### src/rtl/assert_macros.svh
// Assertion helpers for the RTL.
`ifndef ASSERT_MACROS_SVH
`define ASSERT_MACROS_SVH

// Same-cycle implication.
`define ASSERT_IMPLIES(label, clk, rst, pre, post) \
   label: assert property (@(posedge clk) disable iff (rst) (pre) |-> (post)) \
      else $error("assertion failed");

// Next-cycle implication.
`define ASSERT_NEXT(label, clk, rst, pre, post) \
   label: assert property (@(posedge clk) disable iff (rst) (pre) |=> (post)) \
      else $error("assertion failed");

`endif

### src/rtl/swo_pkg.sv
`timescale 1ns / 1ps

package swo_pkg;

   localparam int WHEELS         = 4;
   localparam int ANGLE_W        = 16;
   localparam int ANGLE_BITS_DEF = 16;
   localparam int TRAVEL_W       = 16;
   localparam int SIN_W          = 16;
   localparam int FRAC_BITS      = 14;
   localparam int TERM_W         = 17;
   localparam int AVG_SHIFT      = 2;
   localparam int SUM_W          = TERM_W + AVG_SHIFT;
   localparam int STEP_W         = 16;
   localparam int POS_W          = 32;
   localparam int STAGES         = 4;
   localparam int QUARTER_SLOTS  = 32;

   localparam logic [ANGLE_W-1:0] QUARTER_ANGLE = 16'h4000;

   // Quarter-wave sine, Q1.14, 64 steps per half turn
   localparam logic [14:0] SINE_TAB [QUARTER_SLOTS+1] = '{
      15'd0,     15'd804,   15'd1606,  15'd2404,  15'd3196,  15'd3981,  15'd4756,
      15'd5520,  15'd6270,  15'd7005,  15'd7723,  15'd8423,  15'd9102,  15'd9760,
      15'd10394, 15'd11003, 15'd11585, 15'd12140, 15'd12665, 15'd13160, 15'd13623,
      15'd14053, 15'd14449, 15'd14811, 15'd15137, 15'd15426, 15'd15679, 15'd15893,
      15'd16069, 15'd16207, 15'd16305, 15'd16364, 15'd16384
   };

   typedef enum logic [1:0] {
      OP_UPDATE = 2'd0,
      OP_CLEAR  = 2'd1,
      OP_LOAD   = 2'd2
   } op_type;

   typedef struct packed {
      logic [1:0]                 op;
      logic [ANGLE_W-1:0]         heading;
      logic [ANGLE_W-1:0]         steer_angle_0;
      logic [ANGLE_W-1:0]         steer_angle_1;
      logic [ANGLE_W-1:0]         steer_angle_2;
      logic [ANGLE_W-1:0]         steer_angle_3;
      logic signed [TRAVEL_W-1:0] travel_0;
      logic signed [TRAVEL_W-1:0] travel_1;
      logic signed [TRAVEL_W-1:0] travel_2;
      logic signed [TRAVEL_W-1:0] travel_3;
      logic signed [POS_W-1:0]    load_x;
      logic signed [POS_W-1:0]    load_y;
   } req_type;

   typedef struct packed {
      logic signed [POS_W-1:0]  pos_x;
      logic signed [POS_W-1:0]  pos_y;
      logic signed [STEP_W-1:0] step_x;
      logic signed [STEP_W-1:0] step_y;
   } rsp_type;

   typedef struct packed {
      logic load_a;
      logic load_b;
      logic load_c;
   } lane_ctl_type;

   typedef struct packed {
      logic signed [TERM_W-1:0] x;
      logic signed [TERM_W-1:0] y;
   } lane_term_type;

   // Interpolated sine over one quarter, m in 0..16384
   function automatic logic [14:0] quarter_sin(input logic [14:0] m);
      logic [5:0]  idx;
      logic [8:0]  frac;
      logic [14:0] lo;
      logic [14:0] hi;
      logic [9:0]  diff;
      logic [18:0] prod;
      logic [14:0] res;
      idx  = m[14:9];
      frac = m[8:0];
      if (idx >= 6'(QUARTER_SLOTS)) begin
         res = SINE_TAB[QUARTER_SLOTS];
      end else begin
         lo   = SINE_TAB[idx];
         hi   = SINE_TAB[idx + 6'd1];
         diff = 10'(hi - lo);
         prod = {9'd0, diff} * {10'd0, frac} + 19'd256;
         res  = lo + 15'(prod >> 9);
      end
      return res;
   endfunction

   function automatic logic signed [SIN_W-1:0] bin_sin(input logic [ANGLE_W-1:0] a);
      logic [1:0]              q;
      logic [14:0]             m;
      logic signed [SIN_W-1:0] v;
      q = a[15:14];
      // odd quarters run backwards
      m = q[0] ? (15'd16384 - {1'b0, a[13:0]}) : {1'b0, a[13:0]};
      v = signed'({1'b0, quarter_sin(m)});
      return q[1] ? -v : v;
   endfunction

endpackage

### src/rtl/swo_merge.sv
`timescale 1ns / 1ps

module swo_merge import swo_pkg::*; (
   input  logic                     clock,
   input  lane_term_type            terms [WHEELS],
   input  logic                     load,
   output logic signed [STEP_W-1:0] step_x,
   output logic signed [STEP_W-1:0] step_y
);

   logic signed [SUM_W-1:0]  sum_x;
   logic signed [SUM_W-1:0]  sum_cos;
   logic signed [SUM_W-1:0]  sum_y;
   logic signed [STEP_W-1:0] step_x_in;
   logic signed [STEP_W-1:0] step_y_in;
   logic signed [STEP_W-1:0] step_x_ff;
   logic signed [STEP_W-1:0] step_y_ff;

   function automatic logic signed [STEP_W-1:0] avg_sat(input logic signed [SUM_W-1:0] s);
      logic signed [SUM_W-AVG_SHIFT-1:0] avg;
      logic signed [STEP_W-1:0]          res;
      avg = s[SUM_W-1:AVG_SHIFT];
      if (avg[SUM_W-AVG_SHIFT-1] != avg[STEP_W-1]) begin
         res = avg[SUM_W-AVG_SHIFT-1] ? {1'b1, {(STEP_W-1){1'b0}}}
                                      : {1'b0, {(STEP_W-1){1'b1}}};
      end else begin
         res = avg[STEP_W-1:0];
      end
      return res;
   endfunction

   always_comb begin
      sum_x   = '0;
      sum_cos = '0;
      for (int w = 0; w < WHEELS; w++) begin
         sum_x   = sum_x + SUM_W'(terms[w].x);
         sum_cos = sum_cos + SUM_W'(terms[w].y);
      end
      sum_y     = -sum_cos;
      step_x_in = avg_sat(sum_x);
      step_y_in = avg_sat(sum_y);
   end

   always_ff @(posedge clock) begin
      if (load) begin
         step_x_ff <= step_x_in;
         step_y_ff <= step_y_in;
      end
   end

   assign step_x = step_x_ff;
   assign step_y = step_y_ff;

endmodule

### config.mk
export PLATFORM = sky130hd
export DESIGN_NAME = swo_merge
export DESIGN_NICKNAME = d
export VERILOG_FILES = /design/src/rtl/assert_macros.svh /design/src/rtl/swo_pkg.sv /design/src/rtl/swo_merge.sv
export SDC_FILE = /design/constraint.sdc
export NUM_CORES = 1
export LEC_CHECK = 0
export BUFFER_PORTS_ARGS = -buffer_cell sky130_fd_sc_hd__buf_2
export CAP_MARGIN = 20
export CORE_ASPECT_RATIO = 1.75
export CORE_MARGIN = 5
export CORE_UTILIZATION = 46
export CTS_CLUSTER_DIAMETER = 150
export DETAILED_ROUTE_END_ITERATION = 12
export PLACE_DENSITY_LB_ADDON = 0.15
export SKIP_LAST_GASP = 1
export SYNTH_ARGS = -nofsm -noshare
export SYNTH_HDL_FRONTEND = slang
export SYNTH_SLANG_ARGS = --single-unit
export TNS_END_PERCENT = 50
### constraint.sdc
create_clock -name clock -period 12.6 [get_ports clock]
set_input_delay 1.26 -clock clock [delete_from_list [all_inputs] [get_ports clock]]
set_output_delay 1.26 -clock clock [all_outputs]
set_load 0.05 [all_outputs]
After elaboration in Yosys (flattened, before gate mapping)

Cells that the tools add are included.

$add $sub $neg: 7
Multipliers: 0
Div/mod/pow operators: 0
Magnitude comparators: 0
Equality and inequality tests: 2
Shift operators: 0
Mux-type cells: 4
Bitwise operators: 0
Reduce and logical (&&, ||, !) cells: 0

Operators by type and width:

| operator         | count |
|---|---|
| $mux W16         | 4 |
| $add A18 B17 Y19 | 2 |
| $add A19 B17 Y19 | 2 |
| $add A17 B17 Y18 | 2 |
| $neg A19 Y19     | 1 |
| $ne A1 B1 Y1     | 2 |

Register bits after elaboration: 32
Latch bits: 0
RAM bits: 0
ROM bits: 0
Input bits: 138
Word-level logic and storage cells: 15
Memories kept: 0

Logic depth before layout (Yosys ltp)

Depth in word-level cells: 6
Depth in mapped cells: 17

Worst setup path before layout

No wires, ideal clock.

Kind: input to register
Start point: in terms[1] (netlist name)
End point: reg step_y_ff[7], in the netlist step_y[7] (data pin)
Library setup time: 0.152 ns
Arrival time: 4.723 ns
Required time: 12.448 ns
Setup slack: 7.725 ns
Stages: 17
Cell sequence: inv_1 fa_1 inv_1 fa_1 fa_1 inv_1 ha_1 inv_1 fa_1 nor2b_1 o31ai_1 a21o_1 a21oi_1 mux2i_2 nor2_2 buf_2 o21ai_0

Cells in the longest elaborated chain, start to end: 4
Elaborated cells between the ends (all ways): 5

Ends and longest elaborated chain:

| what                                     | RTL line                         | source |
|---|---|---|
| from (decl)                              | swo_merge.sv:5                   | `input lane_term_type terms [WHEELS],` |
| $add A19 B17 Y19 (*)                     | swo_merge.sv:37                  | `sum_cos = sum_cos + SUM_W'(terms[w].y);` |
| $neg A19 Y19 (*)                         | swo_merge.sv:39                  | `sum_y = -sum_cos;` |
| $mux W16 or $ne A1 B1 Y1 (tied branches) | swo_merge.sv:24, swo_merge.sv:23 |  |
| $mux W16 (*)                             | swo_merge.sv:23                  | `if (avg[SUM_W-AVG_SHIFT-1] != avg[STEP_W-1]) begin` |
| via step_y_in[7]                         | swo_merge.sv:15                  | `logic signed [STEP_W-1:0] step_y_in;` |
| to (signal assigned)                     | swo_merge.sv:47                  | `step_y_ff <= step_y_in;` |
| to (decl)                                | swo_merge.sv:17                  | `logic signed [STEP_W-1:0] step_y_ff;` |

The timed path passes the listed nets; every way through them passes the cells marked *.
A chain may end at the register's enable or synchronous reset.

Worst setup path in the final report

Start point: in terms[1] (netlist name)
End point: reg step_y_ff[14], in the netlist step_y[14] (data pin)

Same word-level chain as after synthesis.

==> run summary <==
status = finished clean
first-pass GRT wire length = 18.2 mm
antenna violations before repair = 0
Setup Fix Bufs, Post-CTS = 0
gr usage total = 17.0%
Startpoint Class = input port
Final Max Tran Viols = 0
Syn Nets = 798
CP Capture Type = flip-flop
Fill cells = 1,000
Worst VDD drop = 0.229 mV
Fin Setup TNS = 0 ns
Cell Int Power = 0.660 mW
Final Cycle Share = 40.2%
RSZ-0062 raised after global routing = false
drt drc = 0
critical path arrival = 5.19 ns
Core ar. = 0.0108 mm^2
PwrDens = 218 mW/mm^2
initial core utilization = 47.0%
Pleak = 3.37 nW
layout cell share with drive strength beyond 1 = 26.8%
routed via count = 4,212
row cnt = 50
Routed Antenna Nets = 0
pre-CTS WS = 7.24 ns
maxcap violations = 0
synthesized flop and latch total = 32
FFs w/ async S/R, synth = 0%
Ports = 170
kind of critical path = in -> reg
mapped cell area = 0.00505 mm^2
Hold-fix buffers, CTS = 0
Syn Area/Cell = 9.32 um^2
GPL Wtd Cong = 0.914
Hold Fails Final Rpt = 0
Final Setup Violations = 0
clock root buffer = clkbuf_16
Total Nets Final = 971
Seq pwr share = 17.9%
Storage cell area = 961 um^2
CTS tree = built
EDFF count, synth = 32
number of DRC markers in iteration 0 = 101
clock share of power = 10.0%
area of the multi-input gates = 0.00341 mm^2
Final WS setup = 7.54 ns
Yosys cell types = 52
clock transition at the registers of the reported paths = 0.05 ns
Worst Hold End = step_y[3]
vias in the first global route = 4,443
overall die height = 149 um
switch share = 51.4%
post-cts sizing count = 0
Slew @ Worst Pin = 0.698 ns
relative slew slack = 53.5%
Syn Inst Count = 542
slowest stage cell, crit path = fa_1
post-DR wirelength/cell = 13.4 um
number of diodes = 0
net switching power = 0.697 mW
Synthesis Warnings = 0
P&R area growth vs syn = 23.0%
max incr delay on CP = 0.53 ns
CP required = 12.72 ns
fmax = 0.197 GHz
Die Wd = 89.2 um
Hold Path Class = in -> reg
Main synth FF type = edfxtp_1
PortBufs = 169
CTS Buf Count = 5
via/cell ratio = 4.98
worst hold stages = 1
CTS sink cnt = 32
DRT Wirelength = 11.3 mm
die footprint = 0.0133 mm^2
DPL Wire Length = 10.3 mm
Seq/Total Area, Yosys = 19.0%
min Tclk post-route = 5.06 ns
CP cell instances = buf_2 > inv_1 > fa_1 > inv_1 > fa_1 > fa_1 > inv_1 > ha_1 > inv_1 > fa_1 > nor2b_1 > o31ai_1 > a21o_1 > a21oi_1 > mux2i_2 > nand2_1 > a21oi_1
H-tree Lvls = 2
largest net degree at the start of global routing = 33
grt ovf = 0
Max clock buf depth = 2
drt first pass iters = 5
Comb power frac = 72.1%
Hold Startpoint = load
worst-path fanout max = 13
==> area by class of cell <==
type                       instances  share of cell area, %
clock buffer                       5                   2.01
clock inverter                     3                  0.685
inverter                         177                   10.7
multi-input combinational        330                   54.9
sequential                        32                   15.5
tap                              130                   2.62
timing repair buffer             169                   13.6
==> flip-flops by register name, indices dropped and copies added (netlist names) <==
register	count
step_x	16
step_y	16
==> metal layers <==
layer / global-route usage (%) / part of all wire, % / vias up
li1: - / - / 2063
met1: 16.8 / 32 / 2011
met3: 2.27 / 6.3 / 10
met5: 0 / 0 / -
met2: 35.6 / 61 / 128
met4: 2.91 / 1.1 / 0
==> power groups by stage <==
stage          combinational [mW]  sequential (mW)  clock (mW)
2_1_floorplan               0.569            0.437           0
3_3_place_gp                0.963            0.247           0
3_5_place_dp                0.985            0.245           0
4_1_cts                     0.986            0.245       0.137
5_1_grt                      1.08            0.248       0.141
6_report                    0.978            0.243       0.136
==> critical path: cells and delay by family <==
kind / cells / cell delay, ns
AOI/OAI and AO/OA: 4 / 0.75
adders and majority gates: 5 / 2.00
buffers and inverters: 5 / 0.30
muxes: 1 / 0.38
and+or+nand+nor: 2 / 0.50
==> how the worst max path moves through the flow <==
stage	startpoint	endpoint	slack, ns	cells past startpoint
floorplan	terms[1]	step_y[7]	7.72	17
global placement	terms[1]	step_y[14]	7.38	17
detailed placement	terms[1]	step_y[14]	7.24	17
CTS	terms[1]	step_y[14]	7.51	17
global route	terms[1]	step_y[14]	7.27	17
finish	terms[1]	step_y[14]	7.54	17
==> cell families after synthesis <==
logic type | synth area share [%]
flops | 19.0
mux | 0.272
xor+xnor | 6.04
fa+ha+maj | 40.8
buf+inv | 13.4
compound gates | 14.6
simple gates | 5.82
==> cells in the mapped netlist (2+ instances only) <==
library cell | instances | area share (%)
and2_1 | 2 | 0.25
maj3_1 | 6 | 1.2
edfxtp_1 | 32 | 19
nor2_1 | 13 | 0.97
a21oi_1 | 36 | 3.6
o211ai_1 | 2 | 0.30
o21ai_1 | 7 | 0.69
and4_1 | 2 | 0.35
nor3_1 | 3 | 0.30
xnor2_1 | 20 | 3.5
o2111ai_1 | 2 | 0.35
o221ai_1 | 2 | 0.35
o31ai_1 | 2 | 0.30
o21ai_0 | 31 | 3.1
fa_1 | 70 | 28
o21bai_1 | 3 | 0.45
nand2_1 | 19 | 1.4
a211oi_1 | 5 | 0.74
and3_1 | 2 | 0.25
inv_1 | 177 | 13
buf_2 | 3 | 0.30
ha_1 | 48 | 12
xor2_1 | 13 | 2.3
nand3_1 | 3 | 0.30
a31oi_1 | 3 | 0.37
a21o_1 | 7 | 1.0
o21a_1 | 4 | 0.59
==> through the flow <==
step	instance area, um^2	power (mW)	hold WS, ns	utilization, %	instances
CTS	6210	1.37	1.59	57.8	846
floorplan	5050	1.01	1.37	-	542
detailed placement	6050	1.23	1.80	56.2	838
global route	6210	1.47	1.61	57.8	846
global placement	6050	1.21	1.81	56.2	838
finish	6210	1.36	1.58	57.8	846
==> placed cells by master, fill, tap and decap left out, types with 5 or more instances in the layout <==
| cell | netlist | layout |
|---|---|---|
| nand2_1 | 19 | 19 |
| xor2_1 | 13 | 13 |
| nor2_1 | 13 | 13 |
| maj3_1 | 6 | 6 |
| xnor2_1 | 20 | 20 |
| buf_2 | 3 | 169 |
| inv_1 | 177 | 177 |
| a21o_1 | 7 | 7 |
| fa_1 | 70 | 70 |
| ha_1 | 48 | 48 |
| o21ai_0 | 31 | 31 |
| clkbuf_16 | 0 | 5 |
| o21ai_1 | 7 | 7 |
| a21oi_1 | 36 | 36 |
| edfxtp_1 | 32 | 32 |
| a211oi_1 | 5 | 5 |
Power figures use the tool's default switching activity.
