`src/rtl/assert_macros.svh`:
```
// Assertion helpers for the RTL.
`ifndef ASSERT_MACROS_SVH
`define ASSERT_MACROS_SVH

// Same-cycle implication.
`define ASSERT_IMPLIES(label, clk, rst, pre, post) \
   label: assert property (@(posedge clk) disable iff (rst) (pre) |-> (post)) \
      else $error("assertion failed");

// Next-cycle implication.
`define ASSERT_NEXT(label, clk, rst, pre, post) \
   label: assert property (@(posedge clk) disable iff (rst) (pre) |=> (post)) \
      else $error("assertion failed");

`endif

```
`src/rtl/swo_pkg.sv`:
```
`timescale 1ns / 1ps

package swo_pkg;

   localparam int WHEELS         = 4;
   localparam int ANGLE_W        = 16;
   localparam int ANGLE_BITS_DEF = 16;
   localparam int TRAVEL_W       = 16;
   localparam int SIN_W          = 16;
   localparam int FRAC_BITS      = 14;
   localparam int TERM_W         = 17;
   localparam int AVG_SHIFT      = 2;
   localparam int SUM_W          = TERM_W + AVG_SHIFT;
   localparam int STEP_W         = 16;
   localparam int POS_W          = 32;
   localparam int STAGES         = 4;
   localparam int QUARTER_SLOTS  = 32;

   localparam logic [ANGLE_W-1:0] QUARTER_ANGLE = 16'h4000;

   // Quarter-wave sine, Q1.14, 64 steps per half turn
   localparam logic [14:0] SINE_TAB [QUARTER_SLOTS+1] = '{
      15'd0,     15'd804,   15'd1606,  15'd2404,  15'd3196,  15'd3981,  15'd4756,
      15'd5520,  15'd6270,  15'd7005,  15'd7723,  15'd8423,  15'd9102,  15'd9760,
      15'd10394, 15'd11003, 15'd11585, 15'd12140, 15'd12665, 15'd13160, 15'd13623,
      15'd14053, 15'd14449, 15'd14811, 15'd15137, 15'd15426, 15'd15679, 15'd15893,
      15'd16069, 15'd16207, 15'd16305, 15'd16364, 15'd16384
   };

   typedef enum logic [1:0] {
      OP_UPDATE = 2'd0,
      OP_CLEAR  = 2'd1,
      OP_LOAD   = 2'd2
   } op_type;

   typedef struct packed {
      logic [1:0]                 op;
      logic [ANGLE_W-1:0]         heading;
      logic [ANGLE_W-1:0]         steer_angle_0;
      logic [ANGLE_W-1:0]         steer_angle_1;
      logic [ANGLE_W-1:0]         steer_angle_2;
      logic [ANGLE_W-1:0]         steer_angle_3;
      logic signed [TRAVEL_W-1:0] travel_0;
      logic signed [TRAVEL_W-1:0] travel_1;
      logic signed [TRAVEL_W-1:0] travel_2;
      logic signed [TRAVEL_W-1:0] travel_3;
      logic signed [POS_W-1:0]    load_x;
      logic signed [POS_W-1:0]    load_y;
   } req_type;

   typedef struct packed {
      logic signed [POS_W-1:0]  pos_x;
      logic signed [POS_W-1:0]  pos_y;
      logic signed [STEP_W-1:0] step_x;
      logic signed [STEP_W-1:0] step_y;
   } rsp_type;

   typedef struct packed {
      logic load_a;
      logic load_b;
      logic load_c;
   } lane_ctl_type;

   typedef struct packed {
      logic signed [TERM_W-1:0] x;
      logic signed [TERM_W-1:0] y;
   } lane_term_type;

   // Interpolated sine over one quarter, m in 0..16384
   function automatic logic [14:0] quarter_sin(input logic [14:0] m);
      logic [5:0]  idx;
      logic [8:0]  frac;
      logic [14:0] lo;
      logic [14:0] hi;
      logic [9:0]  diff;
      logic [18:0] prod;
      logic [14:0] res;
      idx  = m[14:9];
      frac = m[8:0];
      if (idx >= 6'(QUARTER_SLOTS)) begin
         res = SINE_TAB[QUARTER_SLOTS];
      end else begin
         lo   = SINE_TAB[idx];
         hi   = SINE_TAB[idx + 6'd1];
         diff = 10'(hi - lo);
         prod = {9'd0, diff} * {10'd0, frac} + 19'd256;
         res  = lo + 15'(prod >> 9);
      end
      return res;
   endfunction

   function automatic logic signed [SIN_W-1:0] bin_sin(input logic [ANGLE_W-1:0] a);
      logic [1:0]              q;
      logic [14:0]             m;
      logic signed [SIN_W-1:0] v;
      q = a[15:14];
      // odd quarters run backwards
      m = q[0] ? (15'd16384 - {1'b0, a[13:0]}) : {1'b0, a[13:0]};
      v = signed'({1'b0, quarter_sin(m)});
      return q[1] ? -v : v;
   endfunction

endpackage

```
`src/rtl/swo_lane.sv`:
```
`timescale 1ns / 1ps

module swo_lane import swo_pkg::*; #(
   parameter int ANGLE_BITS = ANGLE_BITS_DEF
) (
   input  logic                       clock,
   input  logic [ANGLE_W-1:0]         heading,
   input  logic [ANGLE_W-1:0]         steer,
   input  logic signed [TRAVEL_W-1:0] travel,
   input  lane_ctl_type               ctl,
   output lane_term_type              term
);

   localparam int ANG_SHIFT = ANGLE_W - ANGLE_BITS;

   logic [ANGLE_W-1:0]         rel_full;
   logic [ANGLE_BITS-1:0]      rel_in;
   logic [ANGLE_BITS-1:0]      rel_ff;
   logic signed [TRAVEL_W-1:0] travel_a_ff;
   logic signed [TRAVEL_W-1:0] travel_b_ff;
   logic [ANGLE_W-1:0]         angle;
   logic signed [SIN_W-1:0]    sin_in;
   logic signed [SIN_W-1:0]    cos_in;
   logic signed [SIN_W-1:0]    sin_ff;
   logic signed [SIN_W-1:0]    cos_ff;
   logic signed [31:0]         prod_x;
   logic signed [31:0]         prod_y;
   lane_term_type              term_in;
   lane_term_type              term_ff;

   assign rel_full = heading - steer;
   assign rel_in   = rel_full[ANGLE_W-1 -: ANGLE_BITS];

   assign angle  = ANGLE_W'(rel_ff) << ANG_SHIFT;
   assign sin_in = bin_sin(angle);
   assign cos_in = bin_sin(angle + QUARTER_ANGLE);

   assign prod_x    = sin_ff * travel_b_ff;
   assign prod_y    = cos_ff * travel_b_ff;
   // floor shift by the Q1.14 fraction
   assign term_in.x = prod_x[FRAC_BITS+TERM_W-1:FRAC_BITS];
   assign term_in.y = prod_y[FRAC_BITS+TERM_W-1:FRAC_BITS];

   always_ff @(posedge clock) begin
      if (ctl.load_a) begin
         rel_ff      <= rel_in;
         travel_a_ff <= travel;
      end
      if (ctl.load_b) begin
         sin_ff      <= sin_in;
         cos_ff      <= cos_in;
         travel_b_ff <= travel_a_ff;
      end
      if (ctl.load_c) begin
         term_ff <= term_in;
      end
   end

   assign term = term_ff;

endmodule

```
`config.mk`:
```
export PLATFORM = sky130hd
export DESIGN_NAME = swo_lane
export DESIGN_NICKNAME = d
export VERILOG_FILES = /design/src/rtl/assert_macros.svh /design/src/rtl/swo_pkg.sv /design/src/rtl/swo_lane.sv
export SDC_FILE = /design/constraint.sdc
export NUM_CORES = 2
export LEC_CHECK = 0
export ABC_AREA = 1
export BUFFER_PORTS_ARGS = -buffer_cell sky130_fd_sc_hd__buf_4
export CAP_MARGIN = 20
export CORE_ASPECT_RATIO = 2
export CORE_MARGIN = 1.5
export CORE_UTILIZATION = 35
export CTS_BUF_LIST = sky130_fd_sc_hd__clkbuf_8
export CTS_CLUSTER_DIAMETER = 150
export CTS_CLUSTER_SIZE = 10
export DETAILED_ROUTE_END_ITERATION = 7
export PLACE_DENSITY = 0.61
export SLEW_MARGIN = 20
export SYNTH_ARGS = -nofsm -noshare
export SYNTH_HDL_FRONTEND = slang
export SYNTH_SLANG_ARGS = --single-unit
```
`constraint.sdc`:
```
create_clock -name clock -period 21.1 [get_ports clock]
set_input_delay 1.055 -clock clock [delete_from_list [all_inputs] [get_ports clock]]
set_output_delay 1.055 -clock clock [all_outputs]
set_load 0.02 [all_outputs]
```
* Yosys cells after proc, flatten, opt, wreduce, memory -nomap -nowiden *
Memory sizes are Yosys's and may differ from the RTL's.
Cells that the tools add are included.

cells by class
  mux-type cells = 14
  multiply operators = 4
  $add $sub $neg = 14
  bitwise gates (word level) = 4
  $lt $le $gt $ge = 6

operator list
  operator                                                              count
  15-bit 2-to-1 mux                                                     10
  16-bit by 16-bit multiplier with 31-bit output                        2
  10-bit 2-to-1 mux                                                     4
  19-bit by 9-bit adder with 19-bit output, second input constant       2
  10-bit by 9-bit multiplier with 19-bit output                         2
  15-bit negation with 16-bit output                                    2
  15-bit by 10-bit adder with 15-bit output                             2
  15-bit by 14-bit subtractor with 15-bit output, first input constant  2
  7-bit >= comparator, second input constant                            4
  6-bit inverter with 7-bit output                                      4
  10-bit subtractor                                                     2
  16-bit by 15-bit adder with 16-bit output, second input constant      1
  16-bit subtractor                                                     1
  6-bit by 1-bit adder with 6-bit output, second input constant         2
  6-bit >= comparator, second input constant                            2

word-level totals
  memories = 4
  input port bits = 52
  logic and storage cells = 55
  output and inout port bits = 34
  bits in read-only memories = 3840
  flip-flop bits (word level) = 114

memories
  memory           depth  bits a word  rd ports  clocked after Yosys merged registers in  wr ports  line           RTL
  (no name shown)  64     15           1         0                                        0         swo_pkg.sv:84  hi = SINE_TAB[idx + 6'd1];
  (no name shown)  64     15           1         0                                        0         swo_pkg.sv:83  lo = SINE_TAB[idx];
  (no name shown)  64     15           1         0                                        0         swo_pkg.sv:84
  (no name shown)  64     15           1         0                                        0         swo_pkg.sv:83

* Longest topological paths before layout *
  word-level depth = 15
  gate-level depth with buffers = 75
  mapped depth without buffers = 74

* Least setup slack after synthesis *
OpenSTA, ideal clock, no wires.

  path kind = reg2reg
  from = reg rel_ff[0] (netlist: angle[0])
  to = reg sin_ff[13], data pin
  path slack = 10873 ps
  path buffers = 4
  stages on the path, launching flop included = 66
  library setup time = 258 ps
  required time = 20842 ps
  data arrival time = 9968 ps
  period minus slack after synthesis = 10227 ps
  cells stage by stage = edfxtp_1 -> buf_6 -> nor3_4 -> inv_2 -> nor2_2 -> nand2_1 -> xor2_1 -> nand2_1 -> o21ai_2 -> inv_2 -> buf_6 -> ha_1 -> inv_1 -> ha_1 -> clkbuf_1 -> inv_1 -> clkbuf_1 -> o21ai_0 -> (+30 left out) -> nand2_1 -> a21o_1 -> xor2_1 -> ha_1 -> nand2_1 -> nor3_1 -> nand2_1 -> o211ai_1 -> or2_2 -> nand3_1 -> nand2_1 -> nor2_1 -> nand3_1 -> nor2_1 -> and2_1 -> nand3_1 -> nand2_1 -> xor2_1

on the way
  cells in the longest elaborated chain, start to end = 14
  elaborated cells on any way between the ends = 19
  those cells by class = add/sub: 6; mul: 1; order compare: 1; mux: 7; bitwise: 2; memory: 2

ends and longest elaborated chain
  what                                                    line            RTL
  start, declared                                         swo_lane.sv:18  logic [ANGLE_BITS-1:0] rel_ff;
  start signal, assigned                                  swo_lane.sv:46  rel_ff <= rel_in;
  15-bit by 14-bit subtractor with 15-bit output          swo_pkg.sv:98   m = q[0] ? (15'd16384 - {1'b0, a[13:0]}) : {1'b0, a[13:0]};
  15-bit 2-to-1 mux (*)                                   swo_pkg.sv:98
  6-bit by 1-bit adder with 6-bit output                  swo_pkg.sv:84
  6-bit inverter with 7-bit output (implied by the code)  swo_pkg.sv:84
  memory read 64 x 15 bit                                 n/a
  10-bit 2-to-1 mux (implied by the code) (2 in a row)    swo_pkg.sv:84
  10-bit subtractor                                       swo_pkg.sv:85   diff = 10'(hi - lo);
  10-bit by 9-bit multiplier with 19-bit output           swo_pkg.sv:86   prod = {9'd0, diff} * {10'd0, frac} + 19'd256;
  19-bit by 9-bit adder with 19-bit output                swo_pkg.sv:86
  15-bit by 10-bit adder with 15-bit output               swo_pkg.sv:87   res = lo + 15'(prod >> 9);
  15-bit 2-to-1 mux (*)                                   swo_pkg.sv:80   if (idx >= 6'(QUARTER_SLOTS)) begin
  15-bit negation with 16-bit output                      swo_pkg.sv:100  return q[1] ? -v : v;
  15-bit 2-to-1 mux (*)                                   swo_pkg.sv:100
  net sin_in[13]                                          swo_lane.sv:22  logic signed [SIN_W-1:0] sin_in;
  end signal, assigned                                    swo_lane.sv:50  sin_ff <= sin_in;
  end, declared                                           swo_lane.sv:24  logic signed [SIN_W-1:0] sin_ff;

Mark *: on every way through the listed nets, which the timed path passes. The rest lies on a longest branch. The select of a mux whose other input is x is not followed.
A chain may end at the register's enable or synchronous reset.

* Worst setup path in the final report *
Ends and elaborated chain as after synthesis.

==> flow_summary.toml <==
[outcome]
status = "completed"

[timing]
final.min_clock_period_ns = 12.79
final.setup.tns_ns = 0
fmax_ghz = 0.07819
report.final.slew_viol_count = 0
hold_violations = 0
worst_clock_skew_ns = 0.02154
setup_violations = 0
max_slew_margin_pct = 24.38
max_slew.worst_pin.slew_ns = 1.122
rsz0062_at_grt = "no"
timing.final.crit_share_pct = 60.62

[setup_path]
most_repeated_library_cell_on_the_critical_path = "sky130_fd_sc_hd__nand2_1"
critical_path_peak_fanout = 18
criticalPathCategory = "reg -> reg"
critical_path_required_ns = 21.41
critical_path_slowest_stage_cell = "sky130_fd_sc_hd__xor2_1"
slowest_delay_ns = 0.90
r2r_slack_ns = 8.31
worstSetupStartpointType = "register"
crit_path_end_kind = "register"
worstPathArrival_ns = 13.10

[routing]
route.vias.total = 27708
avgRoutedWirePerCell_um = 17.28
drc_errors = 0
drt-vias-per-instance = 4.896
detail_route.first_pass.iterations = 7
detailedRoute.firstIterationViolations = 1349
postRouteAntennaNets = 0
final_routed_wirelength_across_all_metal_layers_um = 97760

[floorplanning]
number_of_core_rows = 162
floorplan.die.width_um = 225.0
boundaryPins = 86
dieHeight_um = 447.1
placeableCoreArea_um2 = 97500
floorplan.initialDensity_pct = 35.39
design.die.area_um2 = 100600

[synthesis]
synthArstFlopShare_pct = 0
synthesized_netlist_net_count = 5341
ys_ff_latch = 114
synth_enable_flop_cells = 114
yosysWarningCount = 0
synth-seq-area-share_pct = 9.920
netlist_area_um2 = 34510
post_synth.cell_area_avg_um2 = 7.975
synth_cells = 4327
synthFlopType = "sky130_fd_sc_hd__edfxtp_1"
synth_cell_types = 58

[finish]
layout_cell_share_with_drive_strength_beyond_1_pct = 6.144
final_area_um2 = 36830
layout-area-overhead-vs-synth_pct = 6.726
fillCellCount = 10082
final_nets = 5347

[clock_network]
worstSkewPairLatency_ns = 0.57
cts.repair_timing.setup_buffer_count = 0
cts_sinks = 114
hold_buffers = 0
post_cts.resized_instances = 0
cts_inserted_buffers = 17
clock_tree.buffer_depth = 2
clk_root_buffer_cell = "sky130_fd_sc_hd__clkbuf_8"
tritoncts = "done"
clkTransAtPathRegs_ns = 0.08
clock_tree.htree_level_count = 4

[worst_hold_path]
hold_path_class = "reg -> reg"

[global_routing]
gr-usage-all-layers_pct = 20.28
grt_first_pass_wirelength_um = 155800
number_of_antenna_violations_at_the_first_check_in_global_routing = 1
grt_pass1_vias = 30569
maximum_number_of_pins_on_one_net_before_global_route_repair = 49
grt_overflow_total = 0

[place]
dp.final_hpwl_um = 81210
globalplace.congestion = 0.9556
io_buffer_count = 85
postPlaceCellArea_um2 = 36420

[run]
maxCapViolCount = 0
## cell usage in the layout (no fill, tap or decap), types with 23 or more instances in the layout
| cell | count |
|---|---|
| sky130_fd_sc_hd__inv_1 | 1071 |
| sky130_fd_sc_hd__nand2_1 | 981 |
| sky130_fd_sc_hd__fa_1 | 627 |
| sky130_fd_sc_hd__ha_1 | 335 |
| sky130_fd_sc_hd__nor2_1 | 249 |
| sky130_fd_sc_hd__a21oi_1 | 158 |
| sky130_fd_sc_hd__nand3_1 | 131 |
| sky130_fd_sc_hd__o21ai_0 | 125 |
| sky130_fd_sc_hd__edfxtp_1 | 114 |
| sky130_fd_sc_hd__buf_4 | 111 |
| sky130_fd_sc_hd__xor2_1 | 90 |
| sky130_fd_sc_hd__xnor2_1 | 46 |
| sky130_fd_sc_hd__or2_2 | 44 |
| sky130_fd_sc_hd__nor3_1 | 23 |
## stage by stage
step                util (%)  hold WS [ns]  std cells  setup slack (ns)
finish                 37.78        0.4244       5659             8.310
floorplan                  -        0.4003       4327             10.87
global placement       37.36        0.4058       5626             8.489
CTS                    37.77        0.4266       5658             8.333
detailed placement     37.36        0.4066       5626             8.371
global route           37.78        0.4271       5659             7.215
## Yosys cell counts (3+ instances only)
cell type	count	share of area (%)
sky130_fd_sc_hd__nand3b_1	6	0.13
sky130_fd_sc_hd__nor2_2	20	0.36
sky130_fd_sc_hd__o221ai_1	3	0.076
sky130_fd_sc_hd__clkbuf_1	94	1.0
sky130_fd_sc_hd__nand4_1	15	0.27
sky130_fd_sc_hd__nor2_1	249	2.7
sky130_fd_sc_hd__xnor2_1	46	1.2
sky130_fd_sc_hd__nand2_2	17	0.31
sky130_fd_sc_hd__nand2_4	4	0.13
sky130_fd_sc_hd__o211ai_1	11	0.24
sky130_fd_sc_hd__a211oi_1	7	0.15
sky130_fd_sc_hd__nand3_1	131	1.9
sky130_fd_sc_hd__ha_1	335	12
sky130_fd_sc_hd__nand2_1	981	11
sky130_fd_sc_hd__or2_2	44	0.80
sky130_fd_sc_hd__o21ai_2	5	0.13
sky130_fd_sc_hd__a21oi_1	158	2.3
sky130_fd_sc_hd__a31oi_1	13	0.24
sky130_fd_sc_hd__o21ai_0	127	1.8
sky130_fd_sc_hd__buf_4	5	0.11
sky130_fd_sc_hd__o21ai_1	14	0.20
sky130_fd_sc_hd__o21bai_1	8	0.17
sky130_fd_sc_hd__inv_2	13	0.14
sky130_fd_sc_hd__a221oi_1	4	0.10
sky130_fd_sc_hd__edfxtp_1	114	9.9
sky130_fd_sc_hd__o21a_1	6	0.13
sky130_fd_sc_hd__o22ai_1	4	0.073
sky130_fd_sc_hd__xor2_1	90	2.3
sky130_fd_sc_hd__a21o_1	6	0.13
sky130_fd_sc_hd__nand3_2	12	0.35
sky130_fd_sc_hd__buf_1	3	0.033
sky130_fd_sc_hd__buf_2	14	0.20
sky130_fd_sc_hd__o31ai_1	7	0.15
sky130_fd_sc_hd__and2_1	4	0.073
sky130_fd_sc_hd__nor3_1	23	0.33
sky130_fd_sc_hd__buf_6	8	0.26
sky130_fd_sc_hd__a311oi_1	3	0.076
sky130_fd_sc_hd__inv_1	1071	12
sky130_fd_sc_hd__fa_1	627	36
## final cells by class
type / instances / area [um^2] / share of cell area [%]
clock inverter: 15 / 171.4 / 0.4654
inverter: 1086 / 4080 / 11.08
timing repair buffer: 111 / 833.3 / 2.263
sequential: 114 / 3423 / 9.295
antenna: 1 / 2.502 / 0.006795
tap: 1312 / 1642 / 4.457
multi-input combinational: 3003 / 26440 / 71.80
clock buffer: 17 / 234.0 / 0.6353
## layer usage
layer / part of all wire (%) / GRT usage (%) / up-vias
li1: - / - / 12967
met4: 8.3 / 15.60 / 0
met1: 31 / 17.92 / 13732
met5: 0 / 0 / -
met2: 58 / 41.07 / 682
met3: 2.6 / 1.641 / 327
## sequential cells by signal, summed over array words and instances, names as in the netlist
signal       count
angle           16
cos_ff          16
sin_ff          16
term            34
travel_a_ff     16
travel_b_ff     16
## kinds of logic (layout without fill, tap and decap cells)
kind of cell / after synthesis / count (layout) / share of synthesized area, %
AND/OR/NAND/NOR: 1515 / 1515 / 18.27
buffers and inverters: 1210 / 1229 / 13.45
adder cells (fa/ha/maj): 962 / 962 / 48.52
AO/OA/AOI/OAI: 390 / 390 / 6.389
XOR/XNOR: 136 / 136 / 3.452
flip-flops: 114 / 114 / 9.920
other: 0 / 1 / 0
## worst paths after layout
kind                        startpoint                   endpoint  cells after the start
min          travel_a_ff[14]$_DFFE_PP_  travel_b_ff[14]$_DFFE_PP_                      0
min reg2reg  travel_a_ff[14]$_DFFE_PP_  travel_b_ff[14]$_DFFE_PP_                      0
max reg2reg         angle[0]$_DFFE_PP_       sin_ff[13]$_DFFE_PP_                     61
max                 angle[0]$_DFFE_PP_       sin_ff[13]$_DFFE_PP_                     61
## critical path, delay by kind of cell (launching register included)
| kind | cells | cell delay (ns) |
|---|---|---|
| adders and majority gates | 11 | 4.13 |
| and+or+nand+nor | 27 | 3.17 |
| AOI/OAI and AO/OA | 12 | 1.94 |
| xor gates and xnor gates | 4 | 1.31 |
| buffers and inverters | 7 | 1.16 |
| DFF | 1 | 0.79 |
Power is not shown: default switching activity piles up to over one toggle a cycle in this logic, so the estimate is an artifact.
